**src/skvl_pkg.sv**
```systemverilog
package skvl_pkg;

  localparam int CAPACITY_DEF = 16;
  localparam int KEY_W        = 8;
  localparam int VAL_W        = 32;
  localparam int POS_W        = 4;
  localparam int OPC_W        = 2;
  localparam int CNT_OUT_W    = 5;

  localparam logic [OPC_W-1:0] OP_INSERT = 2'd0;
  localparam logic [OPC_W-1:0] OP_REMOVE = 2'd1;
  localparam logic [OPC_W-1:0] OP_READ   = 2'd2;

  typedef struct packed {
    logic [OPC_W-1:0]        opcode;
    logic [KEY_W-1:0]        key;
    logic signed [VAL_W-1:0] value;
    logic [POS_W-1:0]        position;
  } skvl_in_t;

  typedef struct packed {
    logic                    ok;
    logic [KEY_W-1:0]        found_key;
    logic signed [VAL_W-1:0] found_value;
    logic [CNT_OUT_W-1:0]    entry_count;
  } skvl_out_t;

  typedef struct packed {
    logic [KEY_W-1:0]        key;
    logic signed [VAL_W-1:0] value;
  } skvl_entry_t;

  typedef struct packed {
    skvl_entry_t entry;
    logic        lt;
  } skvl_link_t;

  typedef struct packed {
    logic        shift_up;
    logic        shift_down;
    skvl_entry_t entry;
  } skvl_cmd_t;

endpackage

```
**src/sorted_key_value_list_unit.sv**
```systemverilog
// A start is accepted only while busy is low; the request is registered and is
// executed while busy is high, and out_valid strobes once the result is registered.
// A new start is ignored while busy is high; busy is high for the single
// execute cycle in which every cell of the chain compares and shifts at once.
// Reset clears the entry count, so the list is empty; entry contents are not reset.
// The receiver cannot stall: each result is shown for exactly one cycle.
module sorted_key_value_list_unit #(
  parameter int CAPACITY = skvl_pkg::CAPACITY_DEF
) (
  input  logic                clk,
  input  logic                rst_n,
  input  logic                start,
  output logic                busy,
  input  skvl_pkg::skvl_in_t  in_item,
  output logic                out_valid,
  output skvl_pkg::skvl_out_t out_item
);
  import skvl_pkg::*;

  localparam int CNT_W = $clog2(CAPACITY + 1);

  logic             busy_r;
  logic             out_valid_r;
  logic [CNT_W-1:0] count_r;
  logic [CNT_W-1:0] count_nxt;
  skvl_in_t         req_r;
  skvl_out_t        out_r;
  skvl_out_t        out_nxt;

  skvl_cmd_t        cmd;
  skvl_link_t       links [CAPACITY];
  logic [CAPACITY-1:0] eqs;
  logic [CAPACITY-1:0] firsts;
  logic [CAPACITY-1:0] hits;

  logic        full;
  logic        any_eq;
  logic        do_ins;
  logic        do_rem;
  logic        do_read;
  skvl_entry_t sel_entry;

  genvar gi;
  generate
    for (gi = 0; gi < CAPACITY; gi++) begin : g_cell
      skvl_link_t  prev_l;
      skvl_entry_t next_e;
      logic        occ;

      assign occ = CNT_W'(gi) < count_r;

      if (gi == 0) begin : g_first
        assign prev_l.entry = cmd.entry;
        assign prev_l.lt    = 1'b1;
      end else begin : g_mid
        assign prev_l = links[gi-1];
      end

      if (gi == CAPACITY - 1) begin : g_last
        assign next_e = links[gi].entry;
      end else begin : g_inner
        assign next_e = links[gi+1].entry;
      end

      assign hits[gi] = ((req_r.opcode == OP_REMOVE) && firsts[gi]) ||
                        ((req_r.opcode == OP_READ) && (int'(req_r.position) == gi));

      skvl_cell u_cell (
        .clk        (clk),
        .cmd        (cmd),
        .occ        (occ),
        .prev_link  (prev_l),
        .next_entry (next_e),
        .link       (links[gi]),
        .eq         (eqs[gi]),
        .first      (firsts[gi])
      );
    end
  endgenerate

  assign full    = count_r == CNT_W'(CAPACITY);
  assign any_eq  = |eqs;
  assign do_ins  = (req_r.opcode == OP_INSERT) && !full;
  assign do_rem  = (req_r.opcode == OP_REMOVE) && any_eq;
  assign do_read = (req_r.opcode == OP_READ) && (int'(req_r.position) < int'(count_r)) &&
                   (int'(req_r.position) < CAPACITY);

  assign cmd.shift_up     = busy_r && do_ins;
  assign cmd.shift_down   = busy_r && do_rem;
  assign cmd.entry.key    = req_r.key;
  assign cmd.entry.value  = req_r.value;

  always_comb begin
    sel_entry = '0;
    for (int i = 0; i < CAPACITY; i++) begin
      if (hits[i]) begin
        sel_entry = sel_entry | links[i].entry;
      end
    end
  end

  always_comb begin
    count_nxt = count_r;
    if (do_ins) begin
      count_nxt = count_r + CNT_W'(1);
    end else if (do_rem) begin
      count_nxt = count_r - CNT_W'(1);
    end
  end

  always_comb begin
    out_nxt.ok          = do_ins || do_rem || do_read;
    out_nxt.found_key   = '0;
    out_nxt.found_value = '0;
    if (do_rem || do_read) begin
      out_nxt.found_key   = sel_entry.key;
      out_nxt.found_value = sel_entry.value;
    end
    out_nxt.entry_count = CNT_OUT_W'(count_nxt);
  end

  always_ff @(posedge clk) begin
    if (!rst_n) begin
      busy_r      <= 1'b0;
      out_valid_r <= 1'b0;
      count_r     <= '0;
    end else begin
      out_valid_r <= busy_r;
      if (busy_r) begin
        busy_r  <= 1'b0;
        count_r <= count_nxt;
      end else if (start) begin
        busy_r <= 1'b1;
      end
    end
  end

  always_ff @(posedge clk) begin
    if (start && !busy_r) begin
      req_r <= in_item;
    end
    if (busy_r) begin
      out_r <= out_nxt;
    end
  end

  assign busy      = busy_r;
  assign out_valid = out_valid_r;
  assign out_item  = out_r;

endmodule

```
**src/skvl_cell.sv**
```systemverilog
module skvl_cell (
  input  logic                  clk,
  input  skvl_pkg::skvl_cmd_t   cmd,
  input  logic                  occ,
  input  skvl_pkg::skvl_link_t  prev_link,
  input  skvl_pkg::skvl_entry_t next_entry,
  output skvl_pkg::skvl_link_t  link,
  output logic                  eq,
  output logic                  first
);
  import skvl_pkg::*;

  skvl_entry_t entry_r;
  skvl_entry_t entry_nxt;
  logic        lt;

  assign lt    = occ && (entry_r.key < cmd.entry.key);
  assign eq    = occ && (entry_r.key == cmd.entry.key);
  assign first = eq && prev_link.lt;

  assign link.entry = entry_r;
  assign link.lt    = lt;

  always_comb begin
    entry_nxt = entry_r;
    if (cmd.shift_up && !lt) begin
      if (prev_link.lt) begin
        entry_nxt = cmd.entry;
      end else begin
        entry_nxt = prev_link.entry;
      end
    end else if (cmd.shift_down && !lt) begin
      entry_nxt = next_entry;
    end
  end

  always_ff @(posedge clk) begin
    entry_r <= entry_nxt;
  end

endmodule
```
**config.mk**
```make
export PLATFORM = sky130hd
export DESIGN_NAME = sorted_key_value_list_unit
export DESIGN_NICKNAME = d
export VERILOG_FILES = /design/src/skvl_pkg.sv /design/src/sorted_key_value_list_unit.sv /design/src/skvl_cell.sv
export SDC_FILE = /design/constraint.sdc
export NUM_CORES = 2
export LEC_CHECK = 0
export ABC_AREA = 1
export BUFFER_PORTS_ARGS = -buffer_cell sky130_fd_sc_hd__buf_4
export CAP_MARGIN = 0
export CORE_ASPECT_RATIO = 0.6
export CORE_MARGIN = 4
export CORE_UTILIZATION = 50
export DETAILED_ROUTE_END_ITERATION = 7
export PLACE_DENSITY = 0.79
export SLEW_MARGIN = 30
export SYNTH_ARGS = -nofsm -noshare
export SYNTH_HDL_FRONTEND = slang
export SYNTH_HIERARCHICAL = 1
export SYNTH_SLANG_ARGS = --single-unit
```
**constraint.sdc**
```tcl
create_clock -name clk -period 4.78 [get_ports clk]
set_input_delay 0.239 -clock clk [delete_from_list [all_inputs] [get_ports clk]]
set_output_delay 0.239 -clock clk [all_outputs]
set_load 0.05 [all_outputs]
```
==> metrics.yaml <==
rsz0062_at_grt: "no"
cp_max_fo: 25
worst_slew_pin_slew_ns: 1.045
first_pass_iters: 8
antenna_left: 0
slew_violations: 0
vias: 50730
grt_max_degree: 111
fin_skew_ns: 0.04674
routabilityCongestion: 1.010
status: "finished, violations left"
critPathCaptureType: "register"
routed_wl_mm: 205.6
p_comb_share_pct: 13.6
clockPowerShare_pct: 39.4
cp-start-kind: "register"
worstPathRequired_ns: 5.12
hold_class: "in -> reg"
core_area_mm2: 0.1003
failed_checks: "DRC"
antenna_found_initial: 0
power_leakage_nw: 26.58
numCtsBuffers: 77
fp.dieH_um: 254.2
cts_num_sinks: 739
synthToLayoutAreaGrowth_pct: 7.748
timing.fmax_mhz: 250.1
grt_pass1_vias: 47570
grt_remaining_overflow: 0
path_common_cell: "nor2_1"
clk_path_buf_depth: 3
finalPower_mw: 15.94
tritoncts: "done"
critPathArrivalTime_ns: 4.34
synth_fp_nets: 7268
start_util_pct: 50.36
cap_viol_max_count: 0
grt_pass1_wl_mm: 302.1
power_density_mw_per_mm2: 292.8
p_sw_share_pct: 29.68
vias_per_cell: 6.026
power_switching_mw: 4.732
internal_power_mw: 11.21
yosys_warnings: 6
synth.cell_area_mm2: 0.05053
setup_total_negative_slack_ns: 0
drc: 1
ios: 97
grt_usage_pct: 37.75
cp_cell_sequence: "nand2_1, o21ai_0, o21a_1, nand4_1, nor2_1, nor2_1, nand2_1, nor2_1, nand2_1, nand2_1, nor2_1, buf_4, nor2_1, nor2_4, buf_4"
drtIter0Drc: 8598
nFillCells: 9532
root_buffer: "clkbuf_16"
crit_type: "reg -> reg"
num_rows: 90
io_buffers: 96
max-vdd-ir-drop_v: 0.0002998
setup_violations: 0
relSlewSlack_pct: 30.35
pwr-share-seq_pct: 47.0
die_w_um: 418.4
wl_per_cell_um: 24.43
path_clk_slew_ns: 0.07
h-tree-depth: 3
dieArea_mm2: 0.1064
syn_inst: 7085
dp_hpwl_mm: 133.6
nNetsFinal: 7206
finalCritPeriodShare_pct: 83.65
clock_latency_ns: 0.72
cts_setup_buffers: 0
drive_gt1_share_pct: 9.176
avgSynthCellArea_um2: 7.132
hold_viol_final: 0
timing.final.crit_period_ns: 3.999
cpMaxStageDelayCell: "o21ai_0"
critPathMaxStageDelay_ns: 0.68
per-layer routing:
metal | up-vias | track usage, % | share of wire, %
met2 | 4480 | 54.76 | 41
met1 | 23090 | 51.45 | 37
met4 | 0 | 23.31 | 7.5
li1 | 22350 | - | -
met5 | - | 0 | 0
met3 | 809 | 8.747 | 15
worst max-delay path: cells and delay by family, from the launching register on:
kind	cells	cell delay, ns
AOI/OAI and AO/OA	2	0.99
buffers and inverters	2	0.70
DFF	1	0.51
and+or+nand+nor	11	1.41
registers in the layout, summed over array words and instances (netlist names):
signal              flops
out_valid               1
req_r                   6
count_r                 5
busy                    1
g_cell.u_cell/link    640
out_item               46
cmd                    40
cell type report:
cell class	count	area (µm²)	area share, %
timing repair buffer	299	2753	5.056
clock buffer	99	2051	3.767
clock inverter	41	414.1	0.7607
antenna	1	2.502	0.004596
inverter	253	949.7	1.744
sequential	739	22130	40.64
multi-input combinational	5653	24480	44.96
tap	1334	1669	3.066
path summary, 6_finish.rpt:
kind	endpoint	slack, ns	start	depth (start not counted)
worst min-delay path	cmd[1]	0.25	in_item[5]	2
worst max register to register	g_cell[7].u_cell/link[19]	0.78	count_r[1]	15
worst min register to register	g_cell[9].u_cell/link[8]	0.57	g_cell[10].u_cell/link[8]	2
worst max-delay path	g_cell[7].u_cell/link[19]	0.78	count_r[1]	15
what timing repair did:
action,CTS,global route
gates resized for setup,0,0
hold buffers,48,0
endpoints found under the hold margin,53,0
layout by cell type (no fill, tap or decap), types with 6 or more instances in the layout:
master / count
a21oi_1: 38
buf_12: 31
buf_4: 220
bufinv_16: 6
clkbuf_1: 19
clkbuf_16: 78
clkinv_1: 18
clkinv_2: 9
dfxtp_1: 6
dlygate4sd3_1: 48
edfxtp_1: 732
ha_1: 134
inv_1: 218
inv_2: 34
nand2_1: 4060
nand2_2: 176
nand2_4: 32
nand3_1: 670
nand3b_1: 18
nand4_1: 16
nor2_1: 313
nor2_2: 33
nor2_4: 19
nor3_1: 19
o21ai_0: 23
o21ai_1: 97
stage by stage:
step	instances	cell area, µm²	hold WS, ns	setup slack (ns)	utilization (%)
2_1_floorplan	7085	50570	0.3379	0.3081	-
3_3_place_gp	8230	51500	0.4170	0.9012	51.33
3_5_place_dp	8230	51500	0.4183	0.8587	51.33
4_1_cts	8418	54440	0.2284	0.8615	54.26
5_1_grt	8418	54440	0.2330	0.5682	54.26
6_report	8419	54440	0.2462	0.7813	54.26
power groups by stage:
stage / combinational, mW / clock, mW / sequential, mW
3_5_place_dp: 2.02 / 0 / 7.63
3_3_place_gp: 1.99 / 0 / 7.63
4_1_cts: 2.06 / 6.28 / 7.49
6_report: 2.17 / 6.27 / 7.50
2_1_floorplan: 1.40 / 0 / 7.60
5_1_grt: 2.32 / 6.55 / 7.51
(Power assumes the default switching activity.)
